<file path="config.mk">
export PLATFORM = sky130hd
export DESIGN_NAME = codel_drop_decision
export DESIGN_NICKNAME = d
export VERILOG_FILES = /design/src/rtl/cdd_pkg.sv /design/src/rtl/cdd_datapath.sv /design/src/rtl/cdd_ctrl.sv /design/src/rtl/codel_drop_decision.sv
export VERILOG_INCLUDE_DIRS = /design/src /design/src/rtl
export SDC_FILE = /design/constraint.sdc
export NUM_CORES = 2
export LEC_CHECK = 0
export BUFFER_PORTS_ARGS = -buffer_cell sky130_fd_sc_hd__buf_2
export CAP_MARGIN = 20
export CORE_MARGIN = 3
export CORE_UTILIZATION = 40
export DETAILED_ROUTE_END_ITERATION = 7
export GPL_ROUTABILITY_DRIVEN = 1
export SETUP_SLACK_MARGIN = 0.05
export SYNTH_ARGS = -nofsm -noshare
export SYNTH_HDL_FRONTEND = slang
export SYNTH_HIERARCHICAL = 1
export SYNTH_SLANG_ARGS = --single-unit
</file>
<file path="constraint.sdc">
create_clock -name i_clk -period 28.3 [get_ports i_clk]
set_input_delay 5.66 -clock i_clk [delete_from_list [all_inputs] [get_ports i_clk]]
set_output_delay 5.66 -clock i_clk [all_outputs]
set_load 0.005 [all_outputs]
</file>
<file path="src/rtl/codel_drop_decision_assert.svh">
// Assertion macros shared by the CoDel drop decision RTL.
// Included by the controller and datapath; no other dependencies.
`ifndef CODEL_DROP_DECISION_ASSERT_SVH
`define CODEL_DROP_DECISION_ASSERT_SVH
`ifndef SYNTHESIS
// Check a property at every rising edge outside reset
`define CDD_ASSERT(label, clk, rst_n, prop, msg) \
    label: assert property (@(posedge clk) disable iff (!rst_n) (prop)) else $error(msg);
// Check that a condition leads to a consequence in the next cycle
`define CDD_ASSERT_NEXT(label, clk, rst_n, ante, cons, msg) \
    label: assert property (@(posedge clk) disable iff (!rst_n) (ante) |=> (cons)) else $error(msg);
`else
`define CDD_ASSERT(label, clk, rst_n, prop, msg)
`define CDD_ASSERT_NEXT(label, clk, rst_n, ante, cons, msg)
`endif
`endif

</file>
<file path="src/rtl/cdd_pkg.sv">
// Types and constants for the CoDel drop decision block.
// No dependencies; imported by every RTL module of the block.
`default_nettype none

package cdd_pkg;

    // Configuration register indexes
    localparam logic [1:0] CFG_TARGET      = 2'd0;
    localparam logic [1:0] CFG_INTERVAL    = 2'd1;
    localparam logic [1:0] CFG_MIN_BACKLOG = 2'd2;

    // Configuration reset values
    localparam logic [47:0] TARGET_RESET      = 48'd100000;
    localparam logic [47:0] INTERVAL_RESET    = 48'd2000000;
    localparam logic [15:0] MIN_BACKLOG_RESET = 16'd1514;

    // 3.0 in the Q32.32 form used by the Newton step
    localparam logic [63:0] NEWTON_THREE = 64'h0000_0003_0000_0000;
    // Recent-drop window is sixteen intervals
    localparam int unsigned DROP_WINDOW_SHIFT = 4;
    // Inverse root of a count of one (all ones fraction)
    localparam logic [31:0] U32_ONES = 32'hFFFF_FFFF;

    typedef enum logic [1:0] {
        VERDICT_DELIVER = 2'd0,
        VERDICT_DROP    = 2'd1,
        VERDICT_EMPTY   = 2'd2
    } t_verdict;

    typedef enum logic [1:0] {
        FU_NONE  = 2'd0,
        FU_ENTRY = 2'd1,
        FU_LOOP  = 2'd2
    } t_follow_up;

    typedef struct packed {
        logic        queue_empty;
        logic [47:0] sojourn_ticks;
        logic [31:0] backlog_bytes;
        logic [63:0] now_ticks;
    } t_in_word;

    typedef struct packed {
        t_verdict    verdict;
        logic        in_drop_mode;
        logic [31:0] drop_count;
    } t_out_word;

    // Datapath operations, one per cycle
    typedef enum logic [4:0] {
        OP_NONE,
        OP_LOAD,
        OP_EVAL,
        OP_EMPTY,
        OP_LEAVE,
        OP_CLR_FU,
        OP_ENTER,
        OP_STEP_DROP,
        OP_NW_XX,
        OP_NW_CX2,
        OP_NW_V,
        OP_NW_VLO,
        OP_NW_VHI,
        OP_NW_FIN,
        OP_CL_LO,
        OP_CL_HI,
        OP_CL_FIN,
        OP_CMP,
        OP_OUT
    } t_dp_op;

    typedef struct packed {
        t_dp_op op;
        logic   cl_from_now;
    } t_dp_cmd;

    typedef struct packed {
        logic       queue_empty;
        logic       above;
        logic       recent;
        logic       ge_next;
        logic       dropping;
        t_follow_up follow_up;
    } t_dp_stat;

    typedef enum logic [3:0] {
        S_IDLE,
        S_EVAL,
        S_DECIDE,
        S_NW_XX,
        S_NW_CX2,
        S_NW_V,
        S_NW_VLO,
        S_NW_VHI,
        S_NW_FIN,
        S_CL_LO,
        S_CL_HI,
        S_CL_FIN,
        S_CMP,
        S_RECHECK,
        S_DONE
    } t_ctrl_state;

endpackage

`default_nettype wire

</file>
<file path="src/rtl/cdd_datapath.sv">
// Datapath of the CoDel drop decision: CoDel state, config registers,
// shared 32x32 multiplier, output word register. Depends on cdd_pkg.
`default_nettype none
`include "codel_drop_decision_assert.svh"

module cdd_datapath
    import cdd_pkg::*;
#(
    parameter int unsigned RECIP_SQRT_BITS = 16
) (
    input  wire logic        i_clk,
    input  wire logic        i_rst_n,
    input  wire logic        i_cfg_we,
    input  wire logic [1:0]  i_cfg_index,
    input  wire logic [47:0] i_cfg_data,
    input  wire t_in_word    i_in_data,
    input  wire t_dp_cmd     i_cmd,
    output t_dp_stat         o_stat,
    output t_out_word        o_out_data
);

    localparam int unsigned INV_SHIFT = 32 - RECIP_SQRT_BITS;
    localparam int unsigned INV_LSB   = 63 - RECIP_SQRT_BITS;

    // Configuration
    logic [47:0] r_target;
    logic [47:0] r_interval;
    logic [15:0] r_min_backlog;

    // CoDel state
    logic                       r_dropping;
    logic [63:0]                r_first_above;
    logic [63:0]                r_next_drop;
    logic [31:0]                r_cnt;
    logic [31:0]                r_last;
    logic [RECIP_SQRT_BITS-1:0] r_inv;
    t_follow_up                 r_follow_up;
    t_verdict                   r_verdict;
    logic                       r_above;
    logic                       r_recent;
    logic                       r_ge;

    // Working registers
    t_in_word    r_in;
    logic [63:0] r_prod;
    logic [61:0] r_v;
    logic [63:0] r_acc;
    t_out_word   r_out;

    logic [31:0] x_q32;
    logic        below;
    logic        now_after_fa;
    logic [63:0] fa_armed;
    logic [63:0] since_next;
    logic [63:0] drop_window;
    logic        ge_next;
    logic [31:0] cnt_enter;
    logic [31:0] mul_a;
    logic [31:0] mul_b;
    logic        mul_en;
    logic [63:0] mul_p;
    logic [63:0] v_next;
    logic [63:0] inv_full;
    logic [63:0] cl_base;
    logic [63:0] cl_part;
    logic [63:0] cl_sum;

    // Inverse root scaled up to Q0.32
    assign x_q32 = 32'(r_inv) << INV_SHIFT;

    // Above-target and drop-window tests on the captured word
    assign below        = (r_in.sojourn_ticks < r_target)
                       || (r_in.backlog_bytes <= 32'(r_min_backlog));
    assign now_after_fa = r_in.now_ticks > r_first_above;
    assign fa_armed     = r_in.now_ticks + 64'(r_interval);
    assign since_next   = r_in.now_ticks - r_next_drop;
    assign drop_window  = 64'(r_interval) << DROP_WINDOW_SHIFT;
    assign ge_next      = r_in.now_ticks >= r_next_drop;

    // Count on entering dropping mode
    assign cnt_enter = r_recent ? ((r_cnt - r_last) | 32'd1) : 32'd1;

    // Select multiplier operands
    always_comb begin
        mul_a  = x_q32;
        mul_b  = x_q32;
        mul_en = 1'b1;
        case (i_cmd.op)
            OP_NW_XX: begin
                mul_a = x_q32;
            end
            OP_NW_CX2: begin
                mul_a = r_cnt;
                mul_b = r_prod[63:32];
            end
            OP_NW_VLO: begin
                mul_a = r_v[31:0];
            end
            OP_NW_VHI: begin
                mul_a = {2'b00, r_v[61:32]};
            end
            OP_CL_LO: begin
                mul_a = r_interval[31:0];
            end
            OP_CL_HI: begin
                mul_a = {16'd0, r_interval[47:32]};
            end
            default: begin
                mul_en = 1'b0;
            end
        endcase
    end

    assign mul_p = 64'(mul_a) * 64'(mul_b);

    // Newton and control-law arithmetic on registered products
    assign v_next   = (NEWTON_THREE - r_prod) >> 2;
    assign inv_full = r_acc + {r_prod[31:0], 32'd0};
    assign cl_base  = i_cmd.cl_from_now ? r_in.now_ticks : r_next_drop;
    assign cl_part  = cl_base + {32'd0, r_prod[63:32]};
    assign cl_sum   = r_acc + r_prod;

    // Configuration and CoDel state
    always_ff @(posedge i_clk) begin
        if (!i_rst_n) begin
            r_target      <= TARGET_RESET;
            r_interval    <= INTERVAL_RESET;
            r_min_backlog <= MIN_BACKLOG_RESET;
            r_dropping    <= 1'b0;
            r_first_above <= 64'd0;
            r_next_drop   <= 64'd0;
            r_cnt         <= 32'd0;
            r_last        <= 32'd0;
            r_inv         <= '0;
            r_follow_up   <= FU_NONE;
            r_verdict     <= VERDICT_DELIVER;
            r_above       <= 1'b0;
            r_recent      <= 1'b0;
            r_ge          <= 1'b0;
        end else begin
            if (i_cfg_we) begin
                case (i_cfg_index)
                    CFG_TARGET:      r_target      <= i_cfg_data;
                    CFG_INTERVAL:    r_interval    <= i_cfg_data;
                    CFG_MIN_BACKLOG: r_min_backlog <= i_cfg_data[15:0];
                    default:         ;
                endcase
            end
            unique case (i_cmd.op)
                OP_LOAD: begin
                    r_verdict <= VERDICT_DELIVER;
                end
                OP_EVAL: begin
                    if (below) begin
                        r_first_above <= 64'd0;
                        r_above       <= 1'b0;
                    end else if (r_first_above == 64'd0) begin
                        r_first_above <= fa_armed;
                        r_above       <= 1'b0;
                    end else begin
                        r_above <= now_after_fa;
                    end
                    r_recent <= since_next < drop_window;
                    r_ge     <= ge_next;
                end
                OP_EMPTY: begin
                    r_dropping  <= 1'b0;
                    r_follow_up <= FU_NONE;
                    r_verdict   <= VERDICT_EMPTY;
                end
                OP_LEAVE: begin
                    r_dropping  <= 1'b0;
                    r_follow_up <= FU_NONE;
                end
                OP_CLR_FU: begin
                    r_follow_up <= FU_NONE;
                end
                OP_ENTER: begin
                    r_dropping  <= 1'b1;
                    r_follow_up <= FU_ENTRY;
                    r_verdict   <= VERDICT_DROP;
                    r_cnt       <= cnt_enter;
                    r_last      <= cnt_enter;
                    if (!r_recent) begin
                        r_inv <= U32_ONES[RECIP_SQRT_BITS-1:0];
                    end
                end
                OP_STEP_DROP: begin
                    r_cnt       <= r_cnt + 32'd1;
                    r_follow_up <= FU_LOOP;
                    r_verdict   <= VERDICT_DROP;
                end
                OP_NW_FIN: begin
                    r_inv <= inv_full[INV_LSB +: RECIP_SQRT_BITS];
                end
                OP_CL_FIN: begin
                    r_next_drop <= cl_sum;
                end
                OP_CMP: begin
                    r_ge <= ge_next;
                end
                default: ;
            endcase
        end
    end

    // Input capture, products and output word
    always_ff @(posedge i_clk) begin
        if (i_cmd.op == OP_LOAD) begin
            r_in <= i_in_data;
        end
        if (mul_en) begin
            r_prod <= mul_p;
        end
        if (i_cmd.op == OP_NW_V) begin
            r_v <= v_next[61:0];
        end
        if (i_cmd.op == OP_NW_VHI) begin
            r_acc <= r_prod;
        end else if (i_cmd.op == OP_CL_HI) begin
            r_acc <= cl_part;
        end
        if (i_cmd.op == OP_OUT) begin
            r_out.verdict      <= r_verdict;
            r_out.in_drop_mode <= r_dropping;
            r_out.drop_count   <= r_cnt;
        end
    end

    // Status to the controller
    assign o_stat.queue_empty = r_in.queue_empty;
    assign o_stat.above       = r_above;
    assign o_stat.recent      = r_recent;
    assign o_stat.ge_next     = r_ge;
    assign o_stat.dropping    = r_dropping;
    assign o_stat.follow_up   = r_follow_up;

    assign o_out_data = r_out;

    `CDD_ASSERT_NEXT(a_enter_mode, i_clk, i_rst_n, i_cmd.op == OP_ENTER, r_dropping && (r_follow_up == FU_ENTRY) && (r_last == r_cnt), "entry drop did not set mode and last count")
    `CDD_ASSERT_NEXT(a_step_count, i_clk, i_rst_n, i_cmd.op == OP_STEP_DROP, (r_cnt == $past(r_cnt) + 32'd1) && (r_follow_up == FU_LOOP), "loop drop did not advance count")
    `CDD_ASSERT_NEXT(a_empty_clear, i_clk, i_rst_n, i_cmd.op == OP_EMPTY, !r_dropping && (r_follow_up == FU_NONE) && (r_verdict == VERDICT_EMPTY), "empty queue did not clear mode")

endmodule

`default_nettype wire

</file>
<file path="src/rtl/cdd_ctrl.sv">
// Controller of the CoDel drop decision: sequences datapath operations
// and owns the packet and result handshakes. Depends on cdd_pkg.
`default_nettype none
`include "codel_drop_decision_assert.svh"

module cdd_ctrl
    import cdd_pkg::*;
(
    input  wire logic     i_clk,
    input  wire logic     i_rst_n,
    input  wire logic     i_in_valid,
    output logic          o_in_stall,
    output logic          o_out_valid,
    input  wire logic     i_out_stall,
    input  wire t_dp_stat i_stat,
    output t_dp_cmd       o_cmd
);

    t_ctrl_state r_state;
    t_ctrl_state n_state;
    logic        r_then_cl;
    logic        n_then_cl;
    logic        r_cl_now;
    logic        n_cl_now;
    logic        r_out_valid;
    logic        n_out_valid;

    // State and flags
    always_ff @(posedge i_clk) begin
        if (!i_rst_n) begin
            r_state     <= S_IDLE;
            r_then_cl   <= 1'b0;
            r_cl_now    <= 1'b0;
            r_out_valid <= 1'b0;
        end else begin
            r_state     <= n_state;
            r_then_cl   <= n_then_cl;
            r_cl_now    <= n_cl_now;
            r_out_valid <= n_out_valid;
        end
    end

    // Next state and datapath command
    always_comb begin
        n_state           = r_state;
        n_then_cl         = r_then_cl;
        n_cl_now          = r_cl_now;
        o_cmd.op          = OP_NONE;
        o_cmd.cl_from_now = r_cl_now;
        o_in_stall        = 1'b1;
        unique case (r_state)
            S_IDLE: begin
                o_in_stall = 1'b0;
                if (i_in_valid) begin
                    o_cmd.op = OP_LOAD;
                    n_state  = S_EVAL;
                end
            end
            S_EVAL: begin
                if (i_stat.queue_empty) begin
                    o_cmd.op = OP_EMPTY;
                    n_state  = S_DONE;
                end else begin
                    o_cmd.op = OP_EVAL;
                    n_state  = S_DECIDE;
                end
            end
            S_DECIDE: begin
                n_state = S_DONE;
                case (i_stat.follow_up)
                    FU_ENTRY: begin
                        o_cmd.op = OP_CLR_FU;
                    end
                    FU_LOOP: begin
                        if (!i_stat.above) begin
                            o_cmd.op = OP_LEAVE;
                        end else begin
                            // continue the drop loop from the last drop time
                            o_cmd.op = OP_CLR_FU;
                            n_cl_now = 1'b0;
                            n_state  = S_CL_LO;
                        end
                    end
                    default: begin
                        if (i_stat.dropping) begin
                            if (!i_stat.above) begin
                                o_cmd.op = OP_LEAVE;
                            end else if (i_stat.ge_next) begin
                                o_cmd.op  = OP_STEP_DROP;
                                n_then_cl = 1'b0;
                                n_state   = S_NW_XX;
                            end else begin
                                o_cmd.op = OP_CLR_FU;
                            end
                        end else if (i_stat.above) begin
                            // enter dropping mode, schedule from now
                            o_cmd.op = OP_ENTER;
                            n_cl_now = 1'b1;
                            if (i_stat.recent) begin
                                n_then_cl = 1'b1;
                                n_state   = S_NW_XX;
                            end else begin
                                n_state = S_CL_LO;
                            end
                        end else begin
                            o_cmd.op = OP_CLR_FU;
                        end
                    end
                endcase
            end
            S_NW_XX: begin
                o_cmd.op = OP_NW_XX;
                n_state  = S_NW_CX2;
            end
            S_NW_CX2: begin
                o_cmd.op = OP_NW_CX2;
                n_state  = S_NW_V;
            end
            S_NW_V: begin
                o_cmd.op = OP_NW_V;
                n_state  = S_NW_VLO;
            end
            S_NW_VLO: begin
                o_cmd.op = OP_NW_VLO;
                n_state  = S_NW_VHI;
            end
            S_NW_VHI: begin
                o_cmd.op = OP_NW_VHI;
                n_state  = S_NW_FIN;
            end
            S_NW_FIN: begin
                o_cmd.op = OP_NW_FIN;
                n_state  = r_then_cl ? S_CL_LO : S_DONE;
            end
            S_CL_LO: begin
                o_cmd.op = OP_CL_LO;
                n_state  = S_CL_HI;
            end
            S_CL_HI: begin
                o_cmd.op = OP_CL_HI;
                n_state  = S_CL_FIN;
            end
            S_CL_FIN: begin
                o_cmd.op = OP_CL_FIN;
                n_state  = r_cl_now ? S_DONE : S_CMP;
            end
            S_CMP: begin
                o_cmd.op = OP_CMP;
                n_state  = S_RECHECK;
            end
            S_RECHECK: begin
                n_state = S_DONE;
                if (i_stat.ge_next) begin
                    o_cmd.op  = OP_STEP_DROP;
                    n_then_cl = 1'b0;
                    n_state   = S_NW_XX;
                end
            end
            S_DONE: begin
                // hand the word over once the output register is free
                if (!r_out_valid || !i_out_stall) begin
                    o_cmd.op = OP_OUT;
                    n_state  = S_IDLE;
                end
            end
            default: begin
                n_state = S_IDLE;
            end
        endcase
    end

    // Output register occupancy
    always_comb begin
        n_out_valid = r_out_valid;
        if (o_cmd.op == OP_OUT) begin
            n_out_valid = 1'b1;
        end else if (r_out_valid && !i_out_stall) begin
            n_out_valid = 1'b0;
        end
    end

    assign o_out_valid = r_out_valid;

    `CDD_ASSERT(a_out_no_overwrite, i_clk, i_rst_n, (o_cmd.op == OP_OUT) |-> (!r_out_valid || !i_out_stall), "output word overwritten while stalled")
    `CDD_ASSERT_NEXT(a_accept_eval, i_clk, i_rst_n, i_in_valid && !o_in_stall, r_state == S_EVAL, "accepted word not evaluated")
    `CDD_ASSERT_NEXT(a_newton_then_law, i_clk, i_rst_n, (r_state == S_NW_FIN) && r_then_cl, r_state == S_CL_LO, "entry Newton step not followed by control law")

endmodule

`default_nettype wire

</file>
<file path="src/rtl/codel_drop_decision.sv">
// Top level of the CoDel drop decision block: controller plus datapath.
// Depends on cdd_pkg, cdd_ctrl and cdd_datapath.
//
//   channel  direction  handshake                  payload
//   in       input      i_in_valid / o_in_stall    i_in_data  (t_in_word)
//   out      output     o_out_valid / i_out_stall  o_out_data (t_out_word)
//   cfg      input      i_cfg_valid / o_cfg_ready  i_cfg_index, i_cfg_data
//
// An empty queue goes straight to output; delivering or leaving dropping mode
// adds the decision; an entry drop adds the control law, after a Newton step
// if the last run was recent; a drop in dropping mode, a Newton step; a loop
// drop, the control law, a recheck and, on a further drop, a Newton step. One
// shared 32x32 multiplier: a Newton step uses it four times, the law twice.
// Synchronous active-low reset clears the CoDel state and loads the default
// configuration. One output register holds a finished word; the next word is
// taken and worked on while it waits, and is parked until the register frees.
`default_nettype none

module codel_drop_decision
    import cdd_pkg::*;
#(
    parameter int unsigned RECIP_SQRT_BITS = 16
) (
    input  wire logic        i_clk,
    input  wire logic        i_rst_n,
    input  wire logic        i_in_valid,
    output logic             o_in_stall,
    input  wire t_in_word    i_in_data,
    output logic             o_out_valid,
    input  wire logic        i_out_stall,
    output t_out_word        o_out_data,
    input  wire logic        i_cfg_valid,
    output logic             o_cfg_ready,
    input  wire logic [1:0]  i_cfg_index,
    input  wire logic [47:0] i_cfg_data
);

    t_dp_cmd  cmd;
    t_dp_stat stat;
    logic     cfg_we;

    // Configuration is always taken
    assign o_cfg_ready = 1'b1;
    assign cfg_we      = i_cfg_valid && o_cfg_ready;

    cdd_ctrl u_ctrl (
        .i_clk       (i_clk),
        .i_rst_n     (i_rst_n),
        .i_in_valid  (i_in_valid),
        .o_in_stall  (o_in_stall),
        .o_out_valid (o_out_valid),
        .i_out_stall (i_out_stall),
        .i_stat      (stat),
        .o_cmd       (cmd)
    );

    cdd_datapath #(
        .RECIP_SQRT_BITS (RECIP_SQRT_BITS)
    ) u_datapath (
        .i_clk       (i_clk),
        .i_rst_n     (i_rst_n),
        .i_cfg_we    (cfg_we),
        .i_cfg_index (i_cfg_index),
        .i_cfg_data  (i_cfg_data),
        .i_in_data   (i_in_data),
        .i_cmd       (cmd),
        .o_stat      (stat),
        .o_out_data  (o_out_data)
    );

endmodule

`default_nettype wire

</file>
==> run_results.csv <==
group,metric,value,unit
setup_path,critPathCaptureType,"flop",
timing,hold_violations,0,
global_route,grt-ovfl-total,0,
setup_path,path_buf_inv,7,
timing,setup_tns,0,ns
global_route,grt_max_degree,135,
setup_path,cp_max_fo,60,
floorplanning,initial_utilization,40.3,%
placement,place.gp.congestion,0.971,
timing,fmaxAchievable,58.6,MHz
setup_path,r2r_start,"u_datapath/r_follow_up[0]$_SDFFE_PN0P_",
global_route,antenna_found_initial,28,
placement,io_buffer_count,236,
timing,setup_viol,0,
yosys,ys_seq_elements,705,
global_route,grt_pass1_wl,452,mm
placement,hpwlAfterDp,240,mm
floorplanning,core,195000,sq um
timing,min_period_over_period,60.3,%
timing,worst_pin_slew,1.18,ns
yosys,yosysTopAreaCellShare,22.9,%
floorplanning,die_y,450,um
setup_path,cpMaxStageDelayCell,"buf_4",
setup_path,cp.required,28.77,ns
layout,layout-drive-gt1-share,7.46,%
setup_path,r2r_end,"u_datapath/r_prod[62]$_DFFE_PP_",
yosys,async_flop_share,0,%
placement,place_area,83600,sq um
layout,nets,11000,
yosys,yosysSeqAreaShare,22.6,%
yosys,synth_cells,9105,
setup_path,reg2reg_slack,15.14,ns
route,route.detailed.drc,0,
setup_path,critPathMostFrequentCell,"fa_1",
run_status,status,"finished, final reports clean",
setup_path,path_delay_family,"adder cells",
layout,fill_cells,19400,
setup_path,critPathArrivalTime,17.54,ns
yosys,synth_nets,10900,
clocking,clk_pin_slew,0.06,ns
global_route,grt_usage,30.0,%
setup_path,start_kind,"primary input",
floorplanning,die_area,202000,sq um
clocking,htreeDepth,3,
route,ant_nets,0,
layout,fin_area,86600,sq um
yosys,synthFlopType,"edfxtp_1",
global_route,first_global_vias,67400,
clocking,cts_sinks,705,
setup_path,crit_type,"primary input to flop",
min_path,min-delay-path-class,"flop to flop",
yosys,post-synth-top-count-cell,"inv_1",
setup_path,critPathMaxStageDelay,0.84,ns
clocking,cts_tree,"built",
route,vias_per_cell,5.76,
floorplanning,io_pins,238,
yosys,synthTopCellsByCount,"inv_1 (1244), nand2_1 (1215), nor2_1 (923), fa_1 (900), ha_1 (706)",
timing,slew_viol_final,0,
clocking,ctsHoldBuffers,0,
setup_path,path_depth,34,
clocking,cts-resized-gates,0,
layout,regArea,17800,sq um
layout,area_growth,9.90,%
flow_run,maxCapViolCount,0,
yosys,synth_edf_count,370,
clocking,cts_setup_buffers,0,
yosys,yosysWarnings,6,
floorplanning,die_width,450,um
route,drt-initial-drc-count,6617,
yosys,syn_area_per_cell,8.65,sq um
route,dr.pass1.iters,8,
clocking,clock_path_buffers,3,
yosys,yosys.area.top_type,"fa_1",
power,peakVddDrop,84.7,uV
layout,multi_input_area,55100,sq um
setup_path,rr_worst_depth,37,
timing,grt_setup_unrepaired,"false",
timing,fin_skew,0.0405,ns
yosys,netlist_area,78800,sq um
power,power_density,92.9,nW/um^2
timing,slew_headroom,19.0,%
floorplanning,std_cell_rows,162,
clocking,cts-buffers-inserted,86,
setup_path,endpoint,"u_datapath/r_prod[62]$_DFFE_PP_",
route,wl,310,mm
setup_path,cp-startpoint,"i_in_valid",
power,p_leak,37.4,nW
timing,min_period,17.07,ns
yosys,synth_area_leaders,"fa_1 (23%), edfxtp_1 (14%), ha_1 (11%)",
clocking,cts_root_buf,"clkbuf_16",
yosys,ys_types,96,
route,vias,68600,
route,wl_per_cell,26.0,um
clocking,insertion_delay,0.72,ns
stage by stage:
step | std cells | total power, W | util [%] | hold slack [ns] | setup slack, ns
after floorplan | 9105 | 0.00481 | - | 0.408 | 13.23
after global placement | 11700 | 0.00666 | 42.7 | 0.433 | 11.01
after detailed placement | 11700 | 0.00673 | 42.8 | 0.433 | 10.88
after CTS | 11900 | 0.00793 | 44.3 | 0.442 | 11.61
after global routing | 11900 | 0.00850 | 44.3 | 0.454 | 10.97
final | 11900 | 0.00805 | 44.3 | 0.443 | 11.23
registers in the layout, summed over array words and instances (netlist names), 2 cells and up:
| name | count |
|---|---|
| u_datapath/r_target | 48 |
| u_datapath/o_out_data | 35 |
| u_datapath/r_first_above | 64 |
| u_datapath/r_follow_up | 2 |
| u_datapath/r_verdict | 2 |
| u_datapath/r_interval | 48 |
| u_datapath/r_prod | 64 |
| u_datapath/r_in | 144 |
| u_datapath/r_inv | 16 |
| u_datapath/r_acc | 64 |
| u_ctrl/r_state | 4 |
| u_datapath/r_next_drop | 64 |
| u_datapath/r_cnt | 32 |
| u_datapath/r_min_backlog | 16 |
| u_datapath/r_last | 32 |
| u_datapath/r_v | 62 |
cell usage in the layout, fill, tap and decap left out, drive strengths merged, types with 61 or more instances in the layout:
cell type	count
xor2	139
a21oi	666
nor2	924
dfxtp	335
o21ai	328
ha	706
clkbuf	104
nand3	179
o21a	61
fa	900
buf	427
nand2	1215
a21o	266
nor3	107
nand4	99
xnor2	229
edfxtp	370
inv	1257
tightest hold or removal path: cells and delay by family, from the launching register on:
| kind | cells | cell delay (ns) |
|---|---|---|
| and+or+nand+nor | 2 | 0.09 |
| DFF | 1 | 0.31 |
final cells by class:
cell class	instances	share of cell area [%]
clock buffer	104	2.70
antenna	8	0.0231
sequential	705	20.6
inverter	1245	5.41
multi-input combinational	6736	63.7
clock inverter	57	0.685
timing repair buffer	427	3.16
tap	2624	3.79
logic make-up after synthesis:
logic type,count (synthesis),synth area share [%]
flops,705,22.6
other cells,1,0.00476
compound gates,1808,14.4
xor+xnor,368,4.09
fa+ha+maj,1606,34.1
mux,70,0.921
simple gates,2883,15.9
buf+inv,1664,7.98
power breakdown:
| part | switching, W | internal, W |
|---|---|---|
| Clock | 0.000503 | 0.000655 |
| Sequential | 0.000398 | 0.00145 |
| Combinational | 0.00338 | 0.00166 |
worst min-delay path by stage:
stage | from | to | slack, ns | depth (start not counted)
6_report | u_datapath/r_last[28]$_SDFFE_PN0P_ | u_datapath/r_last[28]$_SDFFE_PN0P_ | 0.44 | 2
5_1_grt | u_datapath/r_last[25]$_SDFFE_PN0P_ | u_datapath/r_last[25]$_SDFFE_PN0P_ | 0.45 | 2
4_1_cts | u_datapath/r_last[25]$_SDFFE_PN0P_ | u_datapath/r_last[25]$_SDFFE_PN0P_ | 0.44 | 2
3_5_place_dp | u_datapath/r_last[25]$_SDFFE_PN0P_ | u_datapath/r_last[25]$_SDFFE_PN0P_ | 0.43 | 2
3_3_place_gp | u_datapath/r_last[30]$_SDFFE_PN0P_ | u_datapath/r_last[30]$_SDFFE_PN0P_ | 0.43 | 2
2_1_floorplan | u_datapath/r_verdict[1]$_SDFFE_PN0P_ | u_datapath/o_out_data[34]$_DFFE_PN_ | 0.41 | 0
routing by layer:
layer,vias to the layer above,routed length [um],global-route usage [%]
li1,30500,-,-
met3,565,31500,7.15
met5,-,84,0
met2,3267,131000,44.3
met4,12,15500,13.6
met1,34300,132000,41.7
No activity file was read; power rests on OpenSTA's default activity.
